$ cat config.mk
export PLATFORM = sky130hd
export DESIGN_NAME = vehicle_arrival_band_detector_core
export DESIGN_NICKNAME = d
export VERILOG_FILES = /design/src/rtl/core/vabd_pkg.sv /design/src/rtl/core/vehicle_arrival_band_detector_core.sv /design/src/rtl/core/vabd_band_stage.sv
export SDC_FILE = /design/constraint.sdc
export NUM_CORES = 1
export LEC_CHECK = 0
export BUFFER_PORTS_ARGS = -buffer_cell sky130_fd_sc_hd__buf_2
export CAP_MARGIN = 20
export CORE_MARGIN = 3
export CORE_UTILIZATION = 35
export CTS_CLUSTER_SIZE = 12
export DETAILED_ROUTE_END_ITERATION = 16
export MAX_ROUTING_LAYER = met4
export PLACE_DENSITY = 0.53
export SYNTH_ARGS = -nofsm -noshare
export SYNTH_HDL_FRONTEND = slang
export SYNTH_SLANG_ARGS = --single-unit
$ cat constraint.sdc
create_clock -name clk -period 4.6 [get_ports clk]
set_input_delay 0.46 -clock clk [delete_from_list [all_inputs] [get_ports clk]]
set_output_delay 0.46 -clock clk [all_outputs]
set_load 0.01 [all_outputs]
$ cat src/rtl/core/vabd_pkg.sv
// Shared types and constants for the vehicle arrival band detector.
`default_nettype none

package vabd_pkg;

    localparam int ROW_W  = 10;
    localparam int H_W    = 11;
    localparam int CNT_W  = 14;
    localparam int DIFF_W = 13;
    localparam int ADDR_W = 4;
    localparam int DATA_W = 32;

    // Band A spans roi_height-16 .. roi_height-10, band B roi_height-8 .. roi_height-1,
    // written as distances d = roi_height - row.
    localparam logic signed [DIFF_W-1:0] BAND_A_FAR  = 13'sd16;
    localparam logic signed [DIFF_W-1:0] BAND_A_NEAR = 13'sd10;
    localparam logic signed [DIFF_W-1:0] BAND_B_FAR  = 13'sd8;
    localparam logic signed [DIFF_W-1:0] BAND_B_NEAR = 13'sd1;

    localparam logic [CNT_W-1:0] CNT_MAX = {CNT_W{1'b1}};

    localparam logic [H_W-1:0]   ROI_HEIGHT_RST = 11'd64;
    localparam logic [CNT_W-1:0] MIN_COUNT_RST  = 14'd50;
    localparam logic [CNT_W-1:0] QUIET_MAX_RST  = 14'd10;

    // Register byte addresses
    localparam logic [ADDR_W-1:0] ADDR_ROI_HEIGHT = 4'h0;
    localparam logic [ADDR_W-1:0] ADDR_MIN_COUNT  = 4'h4;
    localparam logic [ADDR_W-1:0] ADDR_QUIET_MAX  = 4'h8;

    typedef struct packed {
        logic [ROW_W-1:0] row_index;
        logic             in_mask;
        logic             moving;
        logic             frame_end;
    } pix_t;

    typedef struct packed {
        logic vehicle_present;
        logic vehicle_arrived;
    } res_t;

    typedef struct packed {
        logic [H_W-1:0]   roi_height;
        logic [CNT_W-1:0] min_count;
        logic [CNT_W-1:0] quiet_max;
    } cfg_t;

endpackage

`default_nettype wire

$ cat src/rtl/core/vehicle_arrival_band_detector_core.sv
// Top level of the vehicle arrival band detector: pixel input, APB registers, result output.
// Order: a frame_end pixel is first held in the pixel register; its result enters the
//   result register once that register is free, and transfers out from there.
// Throughput: one pixel per cycle; the pixel register only holds when it carries a
//   frame_end and the result register is still waiting on a stalled consumer.
// Reset: rst_n clears both band counters, the presence flag and all valid bits, and
//   loads roi_height=64, min_count=50, quiet_max=10.
`default_nettype none

module vehicle_arrival_band_detector_core
    import vabd_pkg::*;
(
    input  wire logic              clk,
    input  wire logic              rst_n,
    // pixel channel
    input  wire logic              pix_valid,
    output logic                   pix_stall,
    input  wire pix_t              pix,
    // result channel
    output logic                   res_valid,
    input  wire logic              res_stall,
    output res_t                   res,
    // configuration port
    input  wire logic              psel,
    input  wire logic              penable,
    input  wire logic              pwrite,
    input  wire logic [ADDR_W-1:0] paddr,
    input  wire logic [DATA_W-1:0] pwdata,
    output logic [DATA_W-1:0]      prdata,
    output logic                   pready
);

    // ------------------------------------------------------------------
    // Configuration registers
    // ------------------------------------------------------------------
    cfg_t cfg_reg, cfg_next;
    logic wr_en;

    assign pready = 1'b1;
    assign wr_en  = psel && penable && pwrite;

    always_comb
    begin
        cfg_next = cfg_reg;
        if (wr_en)
        begin
            unique case (paddr)
                ADDR_ROI_HEIGHT: cfg_next.roi_height = pwdata[H_W-1:0];
                ADDR_MIN_COUNT:  cfg_next.min_count  = pwdata[CNT_W-1:0];
                ADDR_QUIET_MAX:  cfg_next.quiet_max  = pwdata[CNT_W-1:0];
                default:         cfg_next = cfg_reg;   // drop writes to unmapped addresses
            endcase
        end
    end

    always_comb
    begin
        unique case (paddr)
            ADDR_ROI_HEIGHT: prdata = {{(DATA_W-H_W){1'b0}}, cfg_reg.roi_height};
            ADDR_MIN_COUNT:  prdata = {{(DATA_W-CNT_W){1'b0}}, cfg_reg.min_count};
            ADDR_QUIET_MAX:  prdata = {{(DATA_W-CNT_W){1'b0}}, cfg_reg.quiet_max};
            default:         prdata = '0;
        endcase
    end

    always_ff @(posedge clk or negedge rst_n)
    begin
        if (!rst_n)
        begin
            cfg_reg.roi_height <= ROI_HEIGHT_RST;
            cfg_reg.min_count  <= MIN_COUNT_RST;
            cfg_reg.quiet_max  <= QUIET_MAX_RST;
        end
        else
        begin
            cfg_reg <= cfg_next;
        end
    end

    // ------------------------------------------------------------------
    // Pixel register and result register
    // ------------------------------------------------------------------
    logic pix_valid_reg, pix_valid_next;
    pix_t pix_reg;
    logic res_valid_reg, res_valid_next;
    res_t res_reg;
    logic out_free;
    logic advance;
    logic step;
    res_t decision;

    // The result register can take a new result when empty or being drained.
    assign out_free = !res_valid_reg || !res_stall;
    // Only a frame_end pixel needs room in the result register; others always advance.
    assign advance  = !pix_valid_reg || !pix_reg.frame_end || out_free;
    assign step     = pix_valid_reg && advance;
    assign pix_stall = !advance;

    assign pix_valid_next = advance ? pix_valid : pix_valid_reg;

    always_comb
    begin
        res_valid_next = res_valid_reg;
        if (step && pix_reg.frame_end)
            res_valid_next = 1'b1;
        else if (!res_stall)
            res_valid_next = 1'b0;
    end

    always_ff @(posedge clk or negedge rst_n)
    begin
        if (!rst_n)
        begin
            pix_valid_reg <= 1'b0;
            res_valid_reg <= 1'b0;
        end
        else
        begin
            pix_valid_reg <= pix_valid_next;
            res_valid_reg <= res_valid_next;
        end
    end

    // Payload registers: load on transfer, hold otherwise
    always_ff @(posedge clk)
    begin
        if (advance)
            pix_reg <= pix;
        if (step && pix_reg.frame_end)
            res_reg <= decision;
    end

    // Count the registered pixel and form the frame decision
    vabd_band_stage u_band_stage (
        .clk      (clk),
        .rst_n    (rst_n),
        .cfg      (cfg_reg),
        .pix      (pix_reg),
        .step     (step),
        .decision (decision)
    );

    assign res_valid = res_valid_reg;
    assign res       = res_reg;

    // ------------------------------------------------------------------
    // Assertions
    // ------------------------------------------------------------------
    // An arrival pulse always comes with the presence flag set.
    assert property (@(posedge clk) disable iff (!rst_n)
        res_valid |-> (res.vehicle_present || !res.vehicle_arrived))
        else $error("arrival reported without presence");

    // Input holds only for a frame_end pixel facing a blocked result register.
    assert property (@(posedge clk) disable iff (!rst_n)
        pix_stall |-> (pix_valid_reg && pix_reg.frame_end && res_valid_reg && res_stall))
        else $error("input stalled without cause");

    // A frame_end pixel that advances yields a result on the next cycle.
    assert property (@(posedge clk) disable iff (!rst_n)
        (pix_valid_reg && pix_reg.frame_end && advance) |=> res_valid)
        else $error("frame result lost");

endmodule

`default_nettype wire

$ cat src/rtl/core/vabd_band_stage.sv
// Band counters, presence flag and per-frame decision.
`default_nettype none

module vabd_band_stage
    import vabd_pkg::*;
(
    input  wire logic clk,
    input  wire logic rst_n,
    input  wire cfg_t cfg,
    input  wire pix_t pix,
    input  wire logic step,
    output res_t      decision
);

    logic [CNT_W-1:0] band_a_reg, band_a_next;
    logic [CNT_W-1:0] band_b_reg, band_b_next;
    logic             present_reg, present_next;

    logic signed [DIFF_W-1:0] row_gap;
    logic                     hit;
    logic                     in_a;
    logic                     in_b;
    logic [CNT_W-1:0]         a_cnt;
    logic [CNT_W-1:0]         b_cnt;
    logic                     set_flag;
    logic                     clr_flag;
    logic                     flag;

    assign row_gap = signed'({2'b00, cfg.roi_height}) - signed'({3'b000, pix.row_index});
    assign hit  = pix.in_mask && pix.moving;
    assign in_a = hit && (row_gap >= BAND_A_NEAR) && (row_gap <= BAND_A_FAR);
    assign in_b = hit && (row_gap >= BAND_B_NEAR) && (row_gap <= BAND_B_FAR);

    // Saturating increment, counting this pixel before the decision
    assign a_cnt = (in_a && band_a_reg != CNT_MAX) ? band_a_reg + 1'b1 : band_a_reg;
    assign b_cnt = (in_b && band_b_reg != CNT_MAX) ? band_b_reg + 1'b1 : band_b_reg;

    assign set_flag = (a_cnt > b_cnt) && (a_cnt > cfg.min_count);
    assign clr_flag = ((b_cnt > a_cnt) && (b_cnt > cfg.min_count) && (a_cnt < cfg.quiet_max))
                   || (a_cnt == '0 && b_cnt == '0);
    assign flag     = clr_flag ? 1'b0 : (set_flag ? 1'b1 : present_reg);

    assign decision.vehicle_present = flag;
    assign decision.vehicle_arrived = flag && !present_reg;

    always_comb
    begin
        band_a_next  = band_a_reg;
        band_b_next  = band_b_reg;
        present_next = present_reg;
        if (step)
        begin
            if (pix.frame_end)
            begin
                band_a_next  = '0;
                band_b_next  = '0;
                present_next = flag;
            end
            else
            begin
                band_a_next = a_cnt;
                band_b_next = b_cnt;
            end
        end
    end

    always_ff @(posedge clk or negedge rst_n)
    begin
        if (!rst_n)
        begin
            band_a_reg  <= '0;
            band_b_reg  <= '0;
            present_reg <= 1'b0;
        end
        else
        begin
            band_a_reg  <= band_a_next;
            band_b_reg  <= band_b_next;
            present_reg <= present_next;
        end
    end

endmodule

`default_nettype wire

==> qor.txt, run 1 <==
Clock Path Buffers -> 2
Status -> complete, but fails checks
HPWL after DPL -> 14,960 µm
# port buffers -> 55
Sw Ratio -> 0.3619
Sum of negative setup slack -> -976.1 ps
Post-synth cell types -> 73
Mapped cell area -> 6640 µm²
First-pass GRT wire length -> 31,060 µm
Slew margin rel. -> 0.3684
Main synth FF type -> dfrtp_1
Count leader, synth -> nand2_1
Leakage power -> 4.317 nW
Slowest cell on the critical path -> or4_4
Number of synthesized register bits -> 85
Clock power frac -> 0.278
Seq/Total Area, Yosys -> 0.3328
Fin crit share -> 1.073
CP endpoint kind -> register
Final worst slack -> -335.3 ps
Detail Route Antenna Nets -> 0
Hold Path Class -> input pin to asynchronous set/reset pin
Cells after Synth -> 758
Synth top cells by count -> nand2_1, o21ai_0, inv_1
Max Clock Skew -> 10.45 ps
Vias -> 5,983
Initial DRC count -> 301
Hold Slack -> 237.5 ps
Comb pwr share -> 0.375
Floorplan Core Area -> 18,270 µm²
Via count normalized by instance count -> 5.185
Arrival @ worst endpoint -> 5130 ps
Vias in the first global route -> 5,775
Global route total overflow -> 0
YS warnings -> 0
Area Growth Syn to Fin -> 30.75%
Die outline width -> 143.7 µm
Total track usage -> 0.1997
Worst setup SP type -> register
Max stage delay on crit path -> 480 ps
Top post-synthesis cells by area -> dfrtp_1, ha_1, edfxtp_1
Residual DRC -> 0
Rows -> 49
Maximum fanout along the worst path -> 4
CTS tree -> built
# clock sinks -> 85
Register clock-pin slew on the reported worst setup and hold paths -> 80 ps
# hold bufs at CTS -> 0
Max Cap Violations -> 0
Inserted Clock Buffers -> 9
Net switching power -> 1.011 mW
CTS Root Cell -> clkbuf_16
Fin. Hold Viols -> 0
Total inserted antenna cells -> 0
Synth async-reset ratio -> 0.8235
Layout cells sized above 1 -> 0.3200
Syn Area/Cell -> 8.760 µm²
Sequential Area -> 2210 µm²
Post-synth EDFFs -> 15
CTS H-tree lvls -> 3
Failing checks -> negative setup slack
Top cell type's share of synthesized area -> 0.2412
Initial antenna violation count -> 0
Routed length per instance -> 17.14 µm
Internal -> 1.783 mW
Yosys top cell by area -> dfrtp_1
Fillers -> 1,776
# IOs -> 93
Worst-path cell chain -> inv_2 > ha_4 > inv_2 > fa_2 > a21o_4 > a211oi_4 > mux2i_1 > o2111ai_2 > buf_4 > or4_4 > buf_6 > nor3_4 > nand2_2 > xnor2_2 > ha_1 > nand4_1 > or2_4 > a21oi_2 > o22ai_2 > a2111oi_4 > nor3b_2
Seq pwr share -> 0.347
Worst skew pair latency -> 360 ps
Number of flip-flops in the largest register -> 39
Crit Path Class -> register to register
Final setup violation count -> 3
Multi-input logic area -> 4315 µm²
Measured slew at the worst slew-check pin -> 947.4 ps
RSZ-0062 raised after global routing -> yes
Placer Congestion -> 0.9554
Initial core utilization -> 0.3634
Max-slew violations -> 0
DRT Pass-1 Iters -> 7
VDD IR max -> 0.1836 mV
Largest net degree at the start of global routing -> 71
PD cells -> 321.9 nW/µm²
Die area -> 20,660 µm²
Period minus WS final -> 4935 ps
Critical path data required time -> 4790 ps
Final nets -> 1,044
Total wire length -> 19,780 µm
Crit-path most repeated cell -> inv_2
Die Ht -> 143.7 µm
F_max -> 202.6 MHz
[layout make-up]
class	instances	area share
Multi-Input combinational cell	565	0.4970
Timing Repair Buffer	189	0.1492
Clock inverter	6	0.007206
Clock buffer	10	0.02882
Inverter	70	0.03026
Sequential cell	85	0.2545
Tap cell	229	0.03300
[final timing paths]
check / start / end / slack, ps / cells past startpoint
worst min register to register: cfg_reg[3] / cfg_reg[3] / 520 / 2
worst max-delay path: cfg_reg[28] / res[0] / -340 / 21
min in group clk: pix[7] / pix_reg[7] / 270 / 1
max in group asynchronous: rst_n / u_band_stage.band_b_reg[1] / 3750 / 1
worst max register to register: cfg_reg[28] / res[0] / -340 / 21
worst min-delay path: rst_n / cfg_reg[22] / 240 / 1
[critical path: cells and delay by family (launching register included)]
family / cells / cell delay, ps
AO/OA/AOI/OAI: 6 / 1270
XOR/XNOR: 1 / 160
adder cells (fa/ha/maj): 3 / 770
buffers and inverters: 4 / 450
flip-flops: 1 / 390
multiplexers: 1 / 260
AND/OR/NAND/NOR: 6 / 1480
[metal layers]
metal | wire length [µm] | global-route usage | share of wire | vias up
met5 | 0 | - | 0 | -
met4 | 363 | 0.05500 | 0.018 | 0
met3 | 791 | 0.02696 | 0.040 | 22
met2 | 9253 | 0.3077 | 0.47 | 131
met1 | 9368 | 0.2766 | 0.47 | 2841
li1 | - | - | - | 2989
[cell families after synthesis]
kind of cell | share of synthesized area
simple gates | 0.1954
buf+inv | 0.08818
xor+xnor | 0.04692
mux | 0.04315
fa+ha+maj | 0.1293
other cells | 0.001131
flops | 0.3328
compound gates | 0.1632
[power groups by stage]
| stage | sequential, mW | clock [mW] | combinational (mW) |
|---|---|---|---|
| 2_1_floorplan | 0.930 | 0 | 0.619 |
| 3_3_place_gp | 0.979 | 0 | 0.945 |
| 3_5_place_dp | 0.982 | 0 | 0.946 |
| 4_1_cts | 0.970 | 0.800 | 1.00 |
| 5_1_grt | 0.986 | 0.823 | 1.18 |
| 6_report | 0.970 | 0.776 | 1.05 |
[cell usage in the layout (no fill, tap or decap), types with 6 or more instances in the layout]
cell | synthesis | final
o21a_1 | 8 | 8
nand4_1 | 14 | 14
nor3_1 | 16 | 14
a21o_1 | 10 | 10
xnor2_2 | 0 | 8
nand2_1 | 87 | 84
edfxtp_1 | 15 | 15
buf_4 | 20 | 132
xor2_1 | 14 | 10
buf_2 | 4 | 54
a21oi_1 | 29 | 25
dfrtp_1 | 64 | 64
mux2i_1 | 14 | 14
nor3b_1 | 11 | 10
xnor2_1 | 19 | 10
nand3_1 | 17 | 17
conb_1 | 2 | 19
nor2b_1 | 13 | 13
a222oi_1 | 11 | 11
inv_1 | 70 | 67
dfstp_2 | 6 | 6
mux2_2 | 12 | 11
ha_1 | 67 | 63
o21ai_0 | 73 | 69
and4_1 | 7 | 7
clkbuf_16 | 0 | 10
a22o_1 | 8 | 8
and3_1 | 10 | 9
nor2_1 | 28 | 23
[through the flow]
stage | total power, mW | instance area, µm² | worst slack, ps | cells | util
2_1_floorplan | 1.549 | 6760 | -6.623 | 775 | -
3_3_place_gp | 1.924 | 7894 | -544.6 | 1120 | 0.4321
3_5_place_dp | 1.928 | 7894 | -613.3 | 1120 | 0.4321
4_1_cts | 2.771 | 8396 | -399.2 | 1144 | 0.4595
5_1_grt | 2.987 | 8682 | -592.6 | 1154 | 0.4752
6_report | 2.795 | 8682 | -335.3 | 1154 | 0.4752
[what timing repair did]
item	in CTS	in global routing
pin swaps	1	20
gates resized for setup	27	37
cloned	1	0
setup endpoints to repair	3	3
setup buffers	7	12
Note: power is estimated with default switching activity, not from simulation.
==> inputs of run 2 (changes only) <==
--- a/config.mk
+++ b/config.mk
@@ -16,3 +16,4 @@
 export SYNTH_ARGS = -nofsm -noshare
 export SYNTH_HDL_FRONTEND = slang
 export SYNTH_SLANG_ARGS = --single-unit
+export TNS_END_PERCENT = 20
==> run 2 against run 1 <==
Effect of this change: non-clock buffer count decreased by 2; largest cell class unchanged; global-route usage down 0.21 points; highest routed layer unchanged; combinational power is essentially flat; clock power about the same; the flow still finishes with violations (negative setup slack); via count rose by 1.1%; sequential cell count did not move; die area did not move; clock skew about the same; core utilization fell by 0.11 points; critical endpoint is now res[1].
==> qor.txt, run 2 (same netlist as run 1, synthesis figures left out) <==
Rows -> 49 (unchanged)
Max Cap Violations -> 0 (unchanged)
Residual DRC -> 0 (unchanged)
CTS tree -> built
Worst-path cell chain -> inv_2 > ha_4 > inv_2 > fa_2 > a21o_4 > a21oi_1 > o21ai_0 > mux2i_1 > or4_4 > buf_6 > nor2_4 > mux2_4 > ha_4 > nor2b_1 > o21a_1 > o21a_1 > o211ai_1 > a21oi_2 > o22ai_2 > o211ai_1 > o22ai_2 > nor2_1
Clock power frac -> 0.279 (about the same)
Via count normalized by instance count -> 5.248 (+1.2%)
Total wire length -> 19,690 µm (-0.44%)
Area Growth Syn to Fin -> 30.45%
RSZ-0062 raised after global routing -> yes
Routed length per instance -> 17.09 µm (-0.27%)
Comb pwr share -> 0.372 (-0.003)
Vias -> 6,046 (+1.1%)
Arrival @ worst endpoint -> 5050 ps (-80 ps)
Critical path data required time -> 4700 ps (-90 ps)
CTS H-tree lvls -> 3 (unchanged)
F_max -> 202.2 MHz (-0.22%)
HPWL after DPL -> 15,080 µm (+0.84%)
Most common cell after layout, fill and taps aside -> buf_4
# clock sinks -> 85 (unchanged)
Seq pwr share -> 0.349 (+0.002)
Crit path max-delay family -> compound AO/OA/AOI/OAI gates
Final setup violation count -> 3 (unchanged)
Net switching power -> 0.9992 mW (-1.2%)
Maximum fanout along the worst path -> 5 (+1)
Fin crit share -> 1.075 (+0.002394)
Placer Congestion -> 0.8944 (-6.4%)
Slew margin rel. -> 0.3715 (+0.003105)
Most frequent cells in the layout -> buf_4, nand2_1, o21ai_0
Total track usage -> 0.1977 (-0.002079)
Inserted Clock Buffers -> 9 (unchanged)
Hold Slack -> 217.7 ps (-19.74 ps)
Initial core utilization -> 0.3634 (unchanged)
Worst slack, placed -> -650.5 ps (-37.13 ps)
Max Clock Skew -> 9.984 ps (-0.4666 ps)
Die area -> 20,660 µm² (unchanged)
Largest net degree at the start of global routing -> 71 (unchanged)
Worst setup SP type -> register
Hold Path Class -> input pin to asynchronous set/reset pin
Initial DRC count -> 399 (+33%)
Initial antenna violation count -> 0 (unchanged)
Worst skew pair latency -> 360 ps (about the same)
Crit Path Class -> register to register
Sw Ratio -> 0.3605 (-0.001343)
Floorplan Core Area -> 18,270 µm² (unchanged)
Max stage delay on crit path -> 600 ps (+120 ps)
Layout cells sized above 1 -> 0.3185 (-0.001473)
# IOs -> 93 (unchanged)
Period minus WS final -> 4946 ps (+11.01 ps)
Detail Route Antenna Nets -> 0 (unchanged)
Number of flip-flops in the largest register -> 39 (unchanged)
Status -> complete, but fails checks
Die Ht -> 143.7 µm (unchanged)
Register clock-pin slew on the reported worst setup and hold paths -> 80 ps (about the same)
Max-slew violations -> 0 (unchanged)
# port buffers -> 55 (unchanged)
Internal -> 1.772 mW (-0.62%)
First-pass GRT wire length -> 30,980 µm (-0.24%)
Fin. Hold Viols -> 0 (unchanged)
Vias in the first global route -> 5,794 (+0.33%)
Leakage power -> 4.283 nW (-0.79%)
Total inserted antenna cells -> 0 (unchanged)
Die outline width -> 143.7 µm (unchanged)
DRT Pass-1 Iters -> 5 (-2)
Buf/Inv on CP -> 3 (-1)
CTS Root Cell -> clkbuf_16
Measured slew at the worst slew-check pin -> 942.7 ps (-4.657 ps)
Final nets -> 1,042 (-0.19%)
VDD IR max -> 0.1933 mV (+5.2%)
Failing checks -> negative setup slack
Clock Path Buffers -> 2 (unchanged)
Global route total overflow -> 0 (unchanged)
PD cells -> 320.0 nW/µm² (-0.60%)
Final worst slack -> -346.3 ps (-11.01 ps)
Slowest cell on the critical path -> or4_4
CP endpoint kind -> register
# hold bufs at CTS -> 0 (unchanged)
run 2: changes by cell type in the layout (fill, tap and decap cells not counted), sizes merged:
cell  before  now
buf      189  187
run 2: routing by layer:
layer	vias up	wire length, µm	GRT usage
li1	2980	-	-
met1	2914	9435	0.2707
met5	-	0	-
met2	134	9160	0.3079
met3	18	762	0.02729
met4	0	331	0.05352
run 2: power groups by stage:
stage | registers (mW) | clock network (mW) | logic (mW)
6_report | 0.966 | 0.774 | 1.03
5_1_grt | 0.982 | 0.822 | 1.16
4_1_cts | 0.964 | 0.794 | 0.982
3_5_place_dp | 0.978 | 0 | 0.955
3_3_place_gp | 0.974 | 0 | 0.950
2_1_floorplan | 0.930 | 0 | 0.618
run 2: final timing paths:
kind	slack [ps]	from	to	cells past startpoint
min in group clk	280	pix[0]	pix_reg[0]	1
worst max register to register	-350	cfg_reg[28]	res[1]	22
worst min register to register	520	cfg_reg[3]	cfg_reg[3]	2
worst max-delay path	-350	cfg_reg[28]	res[1]	22
worst min-delay path	220	rst_n	cfg_reg[36]	1
max in group asynchronous	3730	rst_n	u_band_stage.band_a_reg[10]	1
run 2: area by class of cell:
cell class                      count  area, µm²
Tap cell                          229      286.5
Clock buffer                       10      250.2
Timing Repair Buffer              187       1289
Clock inverter                      6      62.56
Fill cell                        1733       9608
Sequential cell                    85       2210
Multi-Input combinational cell    565       4302
Inverter                           70      262.8
run 2: repair_timing:
item,in CTS,in global routing
buffers inserted,3,4
hold endpoints to repair,0,0
resized for setup,13,45
pin swaps,12,29
setup endpoints to repair,3,3
gates cloned,1,0
run 2: per-stage QoR:
stage	utilization	setup TNS (ps)	instance area (µm²)	instances	total power, mW
finish	0.4741	-938.6	8662	1152	2.772
global route	0.4741	-1706	8662	1152	2.959
CTS	0.4584	-1463	8374	1148	2.740
detailed placement	0.4352	-1809	7951	1128	1.933
global placement	0.4352	-1766	7951	1128	1.924
floorplan	-	-99.05	6754	775	1.548
==> inputs of run 3 (changes only) <==
--- a/config.mk
+++ b/config.mk
@@ -5,6 +5,7 @@
 export SDC_FILE = /design/constraint.sdc
 export NUM_CORES = 1
 export LEC_CHECK = 0
+export ABC_AREA = 1
 export BUFFER_PORTS_ARGS = -buffer_cell sky130_fd_sc_hd__buf_2
 export CAP_MARGIN = 20
 export CORE_MARGIN = 3
==> run 3 against run 2 <==
Effect of this change: the flow now finishes without violations; synthesized cell count is 23% higher; sequential cell count unchanged; first-iteration DRC count is 17% lower; clock skew decreased by 1.2 ps; largest power group is now registers; sequential power down 8.8%.
==> qor.txt, run 3 <==
Status -> complete, no violations
Top post-synthesis cells by area -> dfrtp_1, nand2_1, ha_1
Max stage delay on crit path -> 390 ps (-210 ps)
Die Ht -> 146.0 µm (+1.6%)
Number of flip-flops in the largest register -> 39 (unchanged)
Initial antenna violation count -> 0 (unchanged)
Top cell type's share of synthesized area -> 0.2333 (-0.007870)
Via count normalized by instance count -> 4.847 (-7.6%)
Worst setup SP type -> register
Die outline width -> 146.0 µm (+1.6%)
Period minus WS final -> 4275 ps (-671.7 ps)
Total inserted antenna cells -> 0 (unchanged)
Fin. Hold Viols -> 0 (unchanged)
# IOs -> 93 (unchanged)
Crit Path Class -> register to register
Final nets -> 1,132 (+8.6%)
Post-synth cell types -> 48 (-34%)
Synth async-reset ratio -> 0.8235 (unchanged)
Global route total overflow -> 0 (unchanged)
Clock Path Buffers -> 2 (unchanged)
Largest net degree at the start of global routing -> 71 (unchanged)
Main synth FF type -> dfrtp_1
Fin crit share -> 0.9293 (-0.1460)
Detail Route Antenna Nets -> 0 (unchanged)
# clock sinks -> 85 (unchanged)
Syn Area/Cell -> 7.333 µm² (-16%)
Worst slack, placed -> 149.1 ps (+799.6 ps)
Die area -> 21,330 µm² (+3.2%)
Rows -> 50 (+2.0%)
Synth top cells by count -> nand2_1, inv_1, ha_1
Max Cap Violations -> 0 (unchanged)
PD cells -> 308.7 nW/µm² (-3.5%)
Initial core utilization -> 0.3621 (-0.001331)
Fillers -> 1,996 (+15%)
Leakage power -> 4.218 nW (-1.5%)
Total track usage -> 0.1820 (-0.01571)
CP endpoint kind -> register
Slowest cell on the critical path -> dfrtp_1
VDD IR max -> 0.1780 mV (-7.9%)
Number of synthesized register bits -> 85 (unchanged)
Final setup violation count -> 0 (-3)
Most common cell after layout, fill and taps aside -> nand2_1
Arrival @ worst endpoint -> 4380 ps (-670 ps)
Final worst slack -> 325.4 ps (+671.7 ps)
Max-slew violations -> 0 (unchanged)
Initial DRC count -> 332 (-17%)
Hold Path Class -> input pin to asynchronous set/reset pin
DRT Pass-1 Iters -> 6 (+1)
Vias -> 6,170 (+2.1%)
Vias in the first global route -> 5,718 (-1.3%)
Floorplan Core Area -> 18,960 µm² (+3.8%)
Sum of negative setup slack -> 0 ps (+938.6 ps)
Count leader, synth -> nand2_1
Max Clock Skew -> 8.755 ps (-1.229 ps)
Yosys top cell by area -> dfrtp_1
Residual DRC -> 0 (unchanged)
F_max -> 233.9 MHz (+16%)
Cells after Synth -> 936 (+23%)
CTS tree -> built
Slew margin rel. -> 0.3554 (-0.01606)
Seq/Total Area, Yosys -> 0.3219 (-0.01086)
Placer Congestion -> 0.9102 (+1.8%)
First-pass GRT wire length -> 30,040 µm (-3.1%)
Mapped cell area -> 6864 µm² (+3.4%)
RSZ-0062 raised after global routing -> no
Maximum fanout along the worst path -> 6 (+1)
Most frequent cells in the layout -> nand2_1, inv_1, ha_1
Layout cells sized above 1 -> 0.1826 (-0.1359)
HPWL after DPL -> 14,700 µm (-2.5%)
Measured slew at the worst slew-check pin -> 966.8 ps (+24.10 ps)
Crit-path most repeated cell -> nand2_1
CTS H-tree lvls -> 3 (unchanged)
Routed length per instance -> 14.88 µm (-13%)
Critical path data required time -> 4710 ps (about the same)
Flop2flop setup slack -> 330 ps (+670 ps)
Area Growth Syn to Fin -> 14.97%
Total wire length -> 18,950 µm (-3.8%)
# port buffers -> 55 (unchanged)
Register clock-pin slew on the reported worst setup and hold paths -> 70 ps (about the same)
CTS Root Cell -> clkbuf_16
Inserted Clock Buffers -> 9 (unchanged)
Post-synth EDFFs -> 15 (unchanged)
YS warnings -> 0 (unchanged)
Worst skew pair latency -> 350 ps (about the same)
run 3: cells by family after synthesis:
logic type,share of synthesized area
buffers and inverters,0.1263
xor gates and xnor gates,0.02789
and+or+nand+nor,0.2774
other,0.001094
adders and majority gates,0.1250
AOI/OAI and AO/OA,0.1203
DFF,0.3219
run 3: metrics by stage:
step / cells / utilization / cell area [µm²] / hold WS, ps / total power, mW
after floorplan: 953 / - / 6928 / 164.4 / 1.439
after global placement: 1245 / 0.3904 / 7401 / 467.6 / 1.626
after detailed placement: 1245 / 0.3904 / 7401 / 473.1 / 1.634
after CTS: 1261 / 0.4062 / 7700 / 267.0 / 2.403
after global routing: 1273 / 0.4163 / 7891 / 267.1 / 2.603
final: 1273 / 0.4163 / 7891 / 260.4 / 2.436
run 3: worst max-delay path, delay by kind of cell (launching register included):
kind	cells	cell delay (ps)
AO/OA/AOI/OAI	2	340
flip-flops	1	390
AND/OR/NAND/NOR	20	1900
adder cells (fa/ha/maj)	3	820
buffers and inverters	6	570
run 3: timing repair:
| action | CTS | global route |
|---|---|---|
| hold buffers | 0 | 0 |
| gates resized for setup | 0 | 32 |
| setup endpoints to repair | 0 | 3 |
| buffers inserted | 0 | 11 |
run 3: layout make-up:
class / instances / area (µm²) / area share
clock buffers: 9 / 225.2 / 0.02854
clock inverters: 7 / 73.82 / 0.009355
inverters: 171 / 644.4 / 0.08166
multi-input cells: 663 / 3963 / 0.5021
flip-flops and latches: 85 / 2210 / 0.2800
well taps: 260 / 325.3 / 0.04122
repair buffers: 78 / 450.4 / 0.05708
run 3: path summary, 6_finish.rpt:
kind,endpoint,cells past startpoint,start
max in group asynchronous,cfg_reg[8],1,rst_n
hold / removal,u_band_stage.band_b_reg[2],1,rst_n
setup reg to reg,res[0],31,cfg_reg[28]
setup / recovery,res[0],31,cfg_reg[28]
min in group clk,pix_reg[10],1,pix[10]
hold reg to reg,cfg_reg[9],2,cfg_reg[9]
run 3: power breakdown:
part / internal [mW] / total (mW) / leakage, nW / switching [mW]
Sequential: 0.837 / 0.881 / 1.09 / 0.0440
Clock: 0.424 / 0.763 / 0.146 / 0.340
Combinational: 0.288 / 0.792 / 2.99 / 0.505
Total: 1.55 / 2.44 / 4.22 / 0.888
run 3: per-layer routing:
layer  vias to the layer above  routed length [µm]  track usage
met3                        31                 588      0.02173
li1                       3169                   -            -
met1                      2853                9194       0.2492
met2                       117                8686       0.2815
met5                         -                   0            -
met4                         0                 477      0.06068
